`config.mk`:
```
export PLATFORM = sky130hd
export DESIGN_NAME = glyph_colorize_alpha_blend
export DESIGN_NICKNAME = d
export VERILOG_FILES = /design/src/gcab_pkg.sv /design/src/glyph_colorize_alpha_blend.sv
export SDC_FILE = /design/constraint.sdc
export NUM_CORES = 2
export LEC_CHECK = 0
export BUFFER_PORTS_ARGS = -buffer_cell sky130_fd_sc_hd__buf_2
export CORE_MARGIN = 5
export CORE_UTILIZATION = 35
export DETAILED_ROUTE_END_ITERATION = 10
export GPL_TIMING_DRIVEN = 0
export PLACE_DENSITY = 0.56
export SYNTH_ARGS = -nofsm -noshare
export SYNTH_HDL_FRONTEND = slang
export SYNTH_SLANG_ARGS = --single-unit
```
`constraint.sdc`:
```
create_clock -name clk -period 18.2 [get_ports clk]
set_input_delay 2.73 -clock clk [delete_from_list [all_inputs] [get_ports clk]]
set_output_delay 2.73 -clock clk [all_outputs]
set_load 0.02 [all_outputs]
```
`src/gcab_pkg.sv`:
```
// Package for the glyph colorize and alpha blend pipeline: item types and constants.
package gcab_pkg;

    // Channel value of a fully opaque alpha
    localparam logic [7:0] ALPHA_OPAQUE = 8'hff;
    // Channel value of a fully transparent alpha
    localparam logic [7:0] ALPHA_CLEAR  = 8'h00;

    // Command codes
    localparam logic CMD_FILL  = 1'b0;
    localparam logic CMD_GLYPH = 1'b1;

    // Divider layout: 8 quotient bits, two per stage
    localparam int QUO_BITS       = 8;
    localparam int BITS_PER_STAGE = 2;
    localparam int DIV_STAGES     = QUO_BITS / BITS_PER_STAGE;

    // Color channels per pixel (red, green, blue)
    localparam int NUM_CHAN = 3;

    // Input item
    typedef struct packed {
        logic        command;
        logic [31:0] dest_pixel;
        logic [31:0] glyph_pixel;
        logic [31:0] blend_color;
    } pixel_t;

    // Result item
    typedef struct packed {
        logic [31:0] out_pixel;
        logic        write_enable;
    } result_t;

endpackage

```
`src/glyph_colorize_alpha_blend.sv`:
```
// Glyph colorize and non-premultiplied RGBA8888 "over" blend, eight-stage pipeline.
//
// Usage:
//   pixel channel : pixel_valid / pixel_stall / pixel. An item is taken at a
//     rising edge with pixel_valid high and pixel_stall low. Each item holds a
//     command (fill or glyph), the destination pixel, the atlas pixel and the
//     blend color, RGBA8888 with red in the top byte.
//   result channel: result_valid / result_stall / result. One result item per
//     input item, in order: the new pixel and its write enable.
//   One item per cycle is sustained while result_stall is low; stage 1
//     tints, stage 2 forms the blend weights, stage 3 the weighted products,
//     stage 4 the numerators, and the per-channel quotient is resolved by a
//     restoring divider, two bits a stage, over the last four stages.
//   Stall: each stage holds while the stage after it is full and cannot move,
//     and empty stages keep filling, so a stalled result never blocks bubbles
//     from being squeezed out. Nothing is lost or repeated.
//   Reset (rst_n low, asynchronous) empties the pipeline; no result is
//     pending after reset and the block is ready at once.
module glyph_colorize_alpha_blend
(
    input  logic              clk,
    input  logic              rst_n,
    input  logic              pixel_valid,
    output logic              pixel_stall,
    input  gcab_pkg::pixel_t  pixel,
    output logic              result_valid,
    input  logic              result_stall,
    output gcab_pkg::result_t result
);

    localparam int NUM_STAGES = 4 + gcab_pkg::DIV_STAGES;

    // Stage 1: tinted source, alpha product pending
    typedef struct packed {
        logic [31:0] dest;
        logic [31:0] src;
        logic        use_prod;
        logic [15:0] prod;
    } s1_t;

    // Stage 2: resolved source and blend weights
    typedef struct packed {
        logic [31:0] dest;
        logic [31:0] src;
        logic        zero;
        logic        opaque;
        logic [15:0] ws;
        logic [15:0] wd;
    } s2_t;

    // Stage 3: weighted products per channel
    typedef struct packed {
        logic [31:0]                          dest;
        logic [31:0]                          src;
        logic                                 zero;
        logic                                 opaque;
        logic [15:0]                          den;
        logic [7:0]                           alpha;
        logic [gcab_pkg::NUM_CHAN-1:0][23:0]  ps;
        logic [gcab_pkg::NUM_CHAN-1:0][23:0]  pd;
    } s3_t;

    // Divider stages: partial remainder and quotient per channel
    typedef struct packed {
        logic [31:0]                                        dest;
        logic [31:0]                                        src;
        logic                                               zero;
        logic                                               opaque;
        logic [15:0]                                        den;
        logic [7:0]                                         alpha;
        logic [gcab_pkg::NUM_CHAN-1:0][23:0]                rem;
        logic [gcab_pkg::NUM_CHAN-1:0][gcab_pkg::QUO_BITS-1:0] quo;
    } dv_t;

    // floor(x / 255), exact for x up to 65279
    function automatic logic [7:0] div255(input logic [15:0] x);
        logic [16:0] t;
        t = 17'(x) + 17'(x[15:8]) + 17'd1;
        return t[15:8];
    endfunction

    // Two restoring division steps at shifts sh_hi and sh_hi-1
    function automatic logic [25:0] div_pair(input logic [23:0] rem,
                                             input logic [15:0] den,
                                             input logic [2:0]  sh_hi);
        logic [23:0] r;
        logic [23:0] dsh;
        logic [1:0]  q;
        r   = rem;
        dsh = 24'(den) << sh_hi;
        q[1] = (r >= dsh);
        if (q[1])
        begin
            r = r - dsh;
        end
        dsh = 24'(den) << (sh_hi - 3'd1);
        q[0] = (r >= dsh);
        if (q[0])
        begin
            r = r - dsh;
        end
        return {q, r};
    endfunction

    logic [NUM_STAGES-1:0] vld_reg;
    logic [NUM_STAGES-1:0] en;

    s1_t                 s1_reg, s1_next;
    s2_t                 s2_reg, s2_next;
    s3_t                 s3_reg, s3_next;
    dv_t                 dv_reg  [gcab_pkg::DIV_STAGES];
    dv_t                 dv_next [gcab_pkg::DIV_STAGES];
    gcab_pkg::result_t   out_reg, out_next;

    // Per-stage load enables: a stage loads when empty or when it drains
    always_comb
    begin
        en[NUM_STAGES-1] = !vld_reg[NUM_STAGES-1] || !result_stall;
        for (int i = NUM_STAGES - 2; i >= 0; i--)
        begin
            en[i] = !vld_reg[i] || en[i+1];
        end
    end

    assign pixel_stall  = !en[0];
    assign result_valid = vld_reg[NUM_STAGES-1];
    assign result       = out_reg;

    // Stage 1: glyph tint
    always_comb
    begin
        logic [7:0] ga;
        ga = pixel.glyph_pixel[7:0];
        s1_next.dest     = pixel.dest_pixel;
        s1_next.src      = pixel.blend_color;
        s1_next.prod     = 16'(pixel.blend_color[7:0]) * 16'(ga);
        s1_next.use_prod = 1'b0;
        if (pixel.command == gcab_pkg::CMD_GLYPH)
        begin
            if (ga == gcab_pkg::ALPHA_CLEAR)
            begin
                s1_next.src = pixel.glyph_pixel;
            end
            else if (ga != gcab_pkg::ALPHA_OPAQUE)
            begin
                s1_next.use_prod = 1'b1;
            end
        end
    end

    // Stage 2: source alpha and blend weights
    always_comb
    begin
        logic [7:0] as;
        as = s1_reg.use_prod ? div255(s1_reg.prod) : s1_reg.src[7:0];
        s2_next.dest   = s1_reg.dest;
        s2_next.src    = {s1_reg.src[31:8], as};
        s2_next.zero   = (as == gcab_pkg::ALPHA_CLEAR);
        s2_next.opaque = (as == gcab_pkg::ALPHA_OPAQUE);
        s2_next.ws     = {as, 8'h00} - 16'(as);
        s2_next.wd     = 16'(s1_reg.dest[7:0]) * 16'(gcab_pkg::ALPHA_OPAQUE - as);
    end

    // Stage 3: denominator, output alpha, weighted channel products
    always_comb
    begin
        s3_next.dest   = s2_reg.dest;
        s3_next.src    = s2_reg.src;
        s3_next.zero   = s2_reg.zero;
        s3_next.opaque = s2_reg.opaque;
        s3_next.den    = s2_reg.ws + s2_reg.wd;
        s3_next.alpha  = div255(s2_reg.ws + s2_reg.wd);
        for (int c = 0; c < gcab_pkg::NUM_CHAN; c++)
        begin
            s3_next.ps[c] = 24'(s2_reg.src[31-8*c -: 8]) * 24'(s2_reg.ws);
            s3_next.pd[c] = 24'(s2_reg.dest[31-8*c -: 8]) * 24'(s2_reg.wd);
        end
    end

    // Stage 4: channel numerators, divider entry
    always_comb
    begin
        dv_next[0].dest   = s3_reg.dest;
        dv_next[0].src    = s3_reg.src;
        dv_next[0].zero   = s3_reg.zero;
        dv_next[0].opaque = s3_reg.opaque;
        dv_next[0].den    = s3_reg.den;
        dv_next[0].alpha  = s3_reg.alpha;
        dv_next[0].quo    = '0;
        for (int c = 0; c < gcab_pkg::NUM_CHAN; c++)
        begin
            dv_next[0].rem[c] = s3_reg.ps[c] + s3_reg.pd[c];
        end
    end

    // Divider stages: two quotient bits each, most significant first
    for (genvar g = 0; g < gcab_pkg::DIV_STAGES - 1; g++)
    begin : g_div
        localparam int HI = gcab_pkg::QUO_BITS - 1 - gcab_pkg::BITS_PER_STAGE * g;
        always_comb
        begin
            logic [25:0] r;
            dv_next[g+1] = dv_reg[g];
            for (int c = 0; c < gcab_pkg::NUM_CHAN; c++)
            begin
                r = div_pair(dv_reg[g].rem[c], dv_reg[g].den, 3'(HI));
                dv_next[g+1].rem[c]           = r[23:0];
                dv_next[g+1].quo[c][HI -: 2]  = r[25:24];
            end
        end
    end

    // Last divider step and result select
    always_comb
    begin
        logic [25:0]                                          r;
        logic [gcab_pkg::NUM_CHAN-1:0][gcab_pkg::QUO_BITS-1:0] q;
        dv_t                                                  d;
        d = dv_reg[gcab_pkg::DIV_STAGES-1];
        q = d.quo;
        for (int c = 0; c < gcab_pkg::NUM_CHAN; c++)
        begin
            r = div_pair(d.rem[c], d.den, 3'(gcab_pkg::BITS_PER_STAGE - 1));
            q[c][1:0] = r[25:24];
        end
        if (d.zero)
        begin
            out_next.out_pixel    = d.dest;
            out_next.write_enable = 1'b0;
        end
        else if (d.opaque)
        begin
            out_next.out_pixel    = d.src;
            out_next.write_enable = 1'b1;
        end
        else
        begin
            out_next.out_pixel    = {q[0], q[1], q[2], d.alpha};
            out_next.write_enable = 1'b1;
        end
    end

    // Valid bits
    always_ff @(posedge clk or negedge rst_n)
    begin
        if (!rst_n)
        begin
            vld_reg <= '0;
        end
        else
        begin
            if (en[0])
            begin
                vld_reg[0] <= pixel_valid;
            end
            for (int i = 1; i < NUM_STAGES; i++)
            begin
                if (en[i])
                begin
                    vld_reg[i] <= vld_reg[i-1];
                end
            end
        end
    end

    // Stage payloads
    always_ff @(posedge clk)
    begin
        if (en[0])
        begin
            s1_reg <= s1_next;
        end
        if (en[1])
        begin
            s2_reg <= s2_next;
        end
        if (en[2])
        begin
            s3_reg <= s3_next;
        end
        for (int g = 0; g < gcab_pkg::DIV_STAGES; g++)
        begin
            if (en[3+g])
            begin
                dv_reg[g] <= dv_next[g];
            end
        end
        if (en[NUM_STAGES-1])
        begin
            out_reg <= out_next;
        end
    end

endmodule

```
-- Word-level counts from Yosys, hierarchy flattened
Memory sizes are Yosys's and may differ from the RTL's.
Cells that the tools add are included.
- word-level logic and storage cells: 156
- RAM bits: 744
- input bits: 101
- memories: 1
- register bits: 454
- $mul: 8
- equal/unequal tests: 2
- $add $sub $neg: 31
- order comparisons: 24
- bitwise gates (word level): 1
- reductions and logical operators: 21
- mux-type cells: 36
- memories (memory ; words ; width ; read ports ; clocked after Yosys merged registers in ; wr ports ; line ; text):
    dv_reg ; 4 ; 186 ; 4 ; 0 ; 4 ; glyph_colorize_alpha_blend.sv:111 ; dv_t dv_reg [gcab_pkg::DIV_STAGES];
- operators with widths (operator ; count):
    24-bit two-way mux ; 21
    8-bit by 16-bit multiplier with 24-bit output ; 6
    33-bit two-way mux ; 3
    24-bit adder ; 3
    24-bit by 16-bit greater-or-equal comparator with 1-bit output ; 3
    24-bit by 17-bit greater-or-equal comparator with 1-bit output ; 3
    24-bit by 18-bit greater-or-equal comparator with 1-bit output ; 3
    24-bit by 19-bit greater-or-equal comparator with 1-bit output ; 3
    24-bit by 20-bit greater-or-equal comparator with 1-bit output ; 3
    24-bit by 21-bit greater-or-equal comparator with 1-bit output ; 3
    24-bit by 22-bit greater-or-equal comparator with 1-bit output ; 3
    24-bit by 23-bit greater-or-equal comparator with 1-bit output ; 3
    24-bit by 17-bit subtractor with 24-bit output ; 3
    24-bit by 18-bit subtractor with 24-bit output ; 3
    24-bit by 19-bit subtractor with 24-bit output ; 3
    24-bit by 20-bit subtractor with 24-bit output ; 3
    24-bit by 21-bit subtractor with 24-bit output ; 3
    24-bit by 22-bit subtractor with 24-bit output ; 3
    24-bit by 23-bit subtractor with 24-bit output ; 3
    16-bit by 1-bit adder with 16-bit output, second input constant ; 2
    16-bit by 8-bit adder with 16-bit output ; 2
    32-bit two-way mux ; 1
    16-bit adder ; 1
    8-bit zero test ; 2
    12 further kinds ; 37

-- Logic depth before layout (Yosys ltp)
- depth after elaboration: 10
- gate-level depth with buffers: 29
- depth with buffers taken out: 28

-- Worst setup path after synthesis
No wires, ideal clock.
- path type: input to output
- start: input result_stall
- end: output pixel_stall
- data arrival time: 12230 ps
- cell stages on the path: 6
- setup slack: 3240 ps
- required time: 15470 ps
- cell sequence: and3_1 > and3_1 > nand3_1 > inv_1 > nand3_1 > inv_1
- word-level cells in the longest chain between the ends: 10
- ends and longest elaborated chain (element ; line ; text):
    from (decl) ; glyph_colorize_alpha_blend.sv:27 ; input logic result_stall,
    1-bit zero test ; glyph_colorize_alpha_blend.sv:118 ; en[NUM_STAGES-1] = !vld_reg[NUM_STAGES-1] || !result_stall;
    1-bit logical OR ; glyph_colorize_alpha_blend.sv:118 ;
    1-bit logical OR (5 in a row) ; glyph_colorize_alpha_blend.sv:121 ; en[i] = !vld_reg[i] || en[i+1];
    named net en[2] ; glyph_colorize_alpha_blend.sv:106 ; logic [NUM_STAGES-1:0] en;
    1-bit logical OR (2 in a row) ; glyph_colorize_alpha_blend.sv:121 ;
    1-bit zero test ; glyph_colorize_alpha_blend.sv:125 ; assign pixel_stall = !en[0];
    to (decl) ; glyph_colorize_alpha_blend.sv:24 ; output logic pixel_stall,
The timed path passes the listed nets, and every way through them passes these cells.

-- Final worst setup path
Ends and elaborated chain as after synthesis.

==> metrics <==
GRT Total Usage=0.186; Nets=10.1k; Final Setup Violations=0; worst hold start=dv_next[707]$_DFFE_PP_; Synth Area in XOR/XNOR=0.0488; max-cap viol count=0; # DRC=0; Initial Util=0.350; clk sink count=1137; Worst R2R Path Depth=25; simple-gate share of the synthesized area=0.132; Synth area leader=edfxtp_1; f_max=0.122 GHz; Detailed Routing Iterations Pass 1=5; worst setup path endpoint=pixel_stall; share of cells above drive strength 1=0.0688; # fillers=24.5k; r2r endpoint=dv_reg[1][85]$_DFFE_PP_; top-count cell post-synth=edfxtp_1; crit-path max FO=59; postcts setup bufs=0; vias in the first global route=62.3k; Die Y=514 um; synthesized instance count=8286; GPL Wtd Cong=0.886; RR Startpoint=dv_reg[0][105]$_DFFE_PP_; grt total ovfl=0; crit path kind=input pin to output port; unrepaired setup endpoints after global routing=false; normalized max-slew margin=0.222; # H-tree levels=4; worst min path class=flip-flop to flip-flop; Core Area=253000 sq um; largest cells by area after synthesis=edfxtp_1 (38%), fa_1 (14%), ha_1 (12%), inv_1 (3.6%), xnor2_1 (3.5%); die width=514 um; Netlist Area Pre-Place=88800 sq um; first-pass GRT wire length=378000 um; Slew @ Worst Pin=1170 ps; final hold violation count=0; post-route ant nets=0; Synth top area share=0.382; Critical Path RT=15470 ps; routed wire length=248000 um; clk slew on worst S/H paths=60 ps; post-synth net total=9811; Synth Area in Compound Gates=0.110; most frequent cells after synthesis=edfxtp_1 (1129), inv_1 (859), ha_1 (822); First DRT Iteration DRCs=4059; Seq/Total Area, Yosys=0.384; crit path launch=result_stall; Post-synth EDFFs=1129; Avg Vias per Cell=5.17; post-synthesis mux area share=0.0281; largest family of logic cells by synthesized area=adder cells; internal reg-to-reg setup slack=10190 ps; Resized Gates After CTS=0; Area growth, synth to finish=11.3%; Avg Cell Area, Syn=10.7 sq um; # hold bufs at CTS=0; Clk Latency, worst-skew pair=810 ps; CTS tree=yes; Avg WL per Cell=20.6 um; final period utilization=0.449; Max Slew Vio Count=0; dpl hpwl=197000 um; min Tclk post-route=8180 ps; largest net degree at the start of global routing=120; Layout Cells excl Fill=12.0k; Synth Flop Type=edfxtp_1; WP data arrival=5450 ps; vias=62.3k; Root Buffer=clkbuf_16; die area=264000 sq um; Worst setup EP type=output port; number of synthesized register bits=1137; # IOs=136; port bufs=125; CTS Buf Count=135; CP Launch Type=input pin; Max clock buf depth=3; Placed Cells=11.8k; async set-or-reset flop fraction in the synthesized netlist=0.00704; antenna violations before repair=20; Largest register FFs=684; Post-Synth Adder-Cell Area=0.251; Synth cell types=91; std cell rows=185; clk_skew=62.1 ps; Ys Warns=0; outcome=finished clean
-- metrics by stage --
stage	setup slack [ps]	utilization	setup TNS [ps]	hold WS [ps]	area, sq um
2_1_floorplan	3240	-	0	400	88800
3_3_place_gp	-1700	0.370	-1700	400	93700
3_5_place_dp	9990	0.371	0	405	94100
4_1_cts	9970	0.390	0	396	98800
5_1_grt	9770	0.390	0	416	98800
6_report	10020	0.390	0	396	98800
-- metal layers --
| metal | GRT usage | part of all wire |
|---|---|---|
| met1 | 0.251 | 0.45 |
| met2 | 0.304 | 0.46 |
| met3 | 0.0217 | 0.042 |
| met4 | 0.0808 | 0.049 |
| met5 | 0 | 0 |
-- placed cells by master, fill, tap and decap left out, drive strengths merged, types with 18 or more instances in the layout --
| cell type | netlist | routed |
|---|---|---|
| mux2i | 61 | 61 |
| nor3 | 126 | 126 |
| o21a | 80 | 80 |
| a211oi | 49 | 49 |
| edfxtp | 1129 | 1129 |
| or4 | 19 | 19 |
| bufinv | 0 | 18 |
| or3 | 45 | 45 |
| a21boi | 26 | 26 |
| nor4 | 29 | 29 |
| a21oi | 451 | 451 |
| a31oi | 43 | 43 |
| fa | 602 | 602 |
| nor2b | 85 | 85 |
| a21o | 177 | 177 |
| mux2 | 166 | 166 |
| o211ai | 38 | 38 |
| ha | 822 | 822 |
| buf | 17 | 156 |
| clkbuf | 187 | 341 |
| xnor2 | 351 | 351 |
| clkinv | 0 | 57 |
| inv | 861 | 868 |
| o31ai | 41 | 41 |
| or2 | 25 | 25 |
| o21bai | 56 | 56 |
| nand3 | 115 | 115 |
| nor2 | 423 | 423 |
| nand4 | 70 | 70 |
| and3 | 33 | 33 |
| o41ai | 19 | 19 |
| o21ai | 381 | 381 |
| nand2 | 815 | 815 |
| nand2b | 76 | 76 |
| and2 | 471 | 471 |
| xor2 | 144 | 144 |
-- logic make-up (layout without fill, tap and decap cells) --
group | count (synthesis) | in the layout
compound gates | 1547 | 1547
xor+xnor | 495 | 495
fa+ha+maj | 1424 | 1424
buf+inv | 1065 | 1448
flops | 1137 | 1137
mux | 227 | 227
other cells | 0 | 14
simple gates | 2391 | 2391
-- worst min-delay path by stage --
stage	slack, ps	end	cells past startpoint
after global placement	400	s2_reg[82]$_DFFE_PP_	0
after CTS	400	dv_reg[0][149]$_DFFE_PP_	0
final	400	dv_reg[0][149]$_DFFE_PP_	0
after detailed placement	400	dv_reg[0][120]$_DFFE_PP_	0
after global routing	420	s2_reg[63]$_DFFE_PP_	0
after floorplan	400	dv_next[678]$_DFFE_PP_	0
-- worst max-delay path, cell delays in order --
cell and delay, ps:
buf_2 110, and3_1 340, and3_1 460, nand3_4 430, inv_1 310, nand3_4 370, buf_16 350, inv_1 90
buf_2 160
-- layout make-up --
class,count,area [sq um],share of cell area
antenna,14,35.0,0.000354
buffer,204,803,0.00813
clock buffer,154,3450,0.0349
clock inverter,90,1240,0.0125
inverter,861,3250,0.0329
multi-input combinational,6084,50700,0.513
sequential,1137,34100,0.345
tap,3366,4210,0.0426
timing repair buffer,139,1000,0.0102
Power is not shown: default switching activity piles up to over one toggle a cycle in this logic, so the estimate is an artifact.
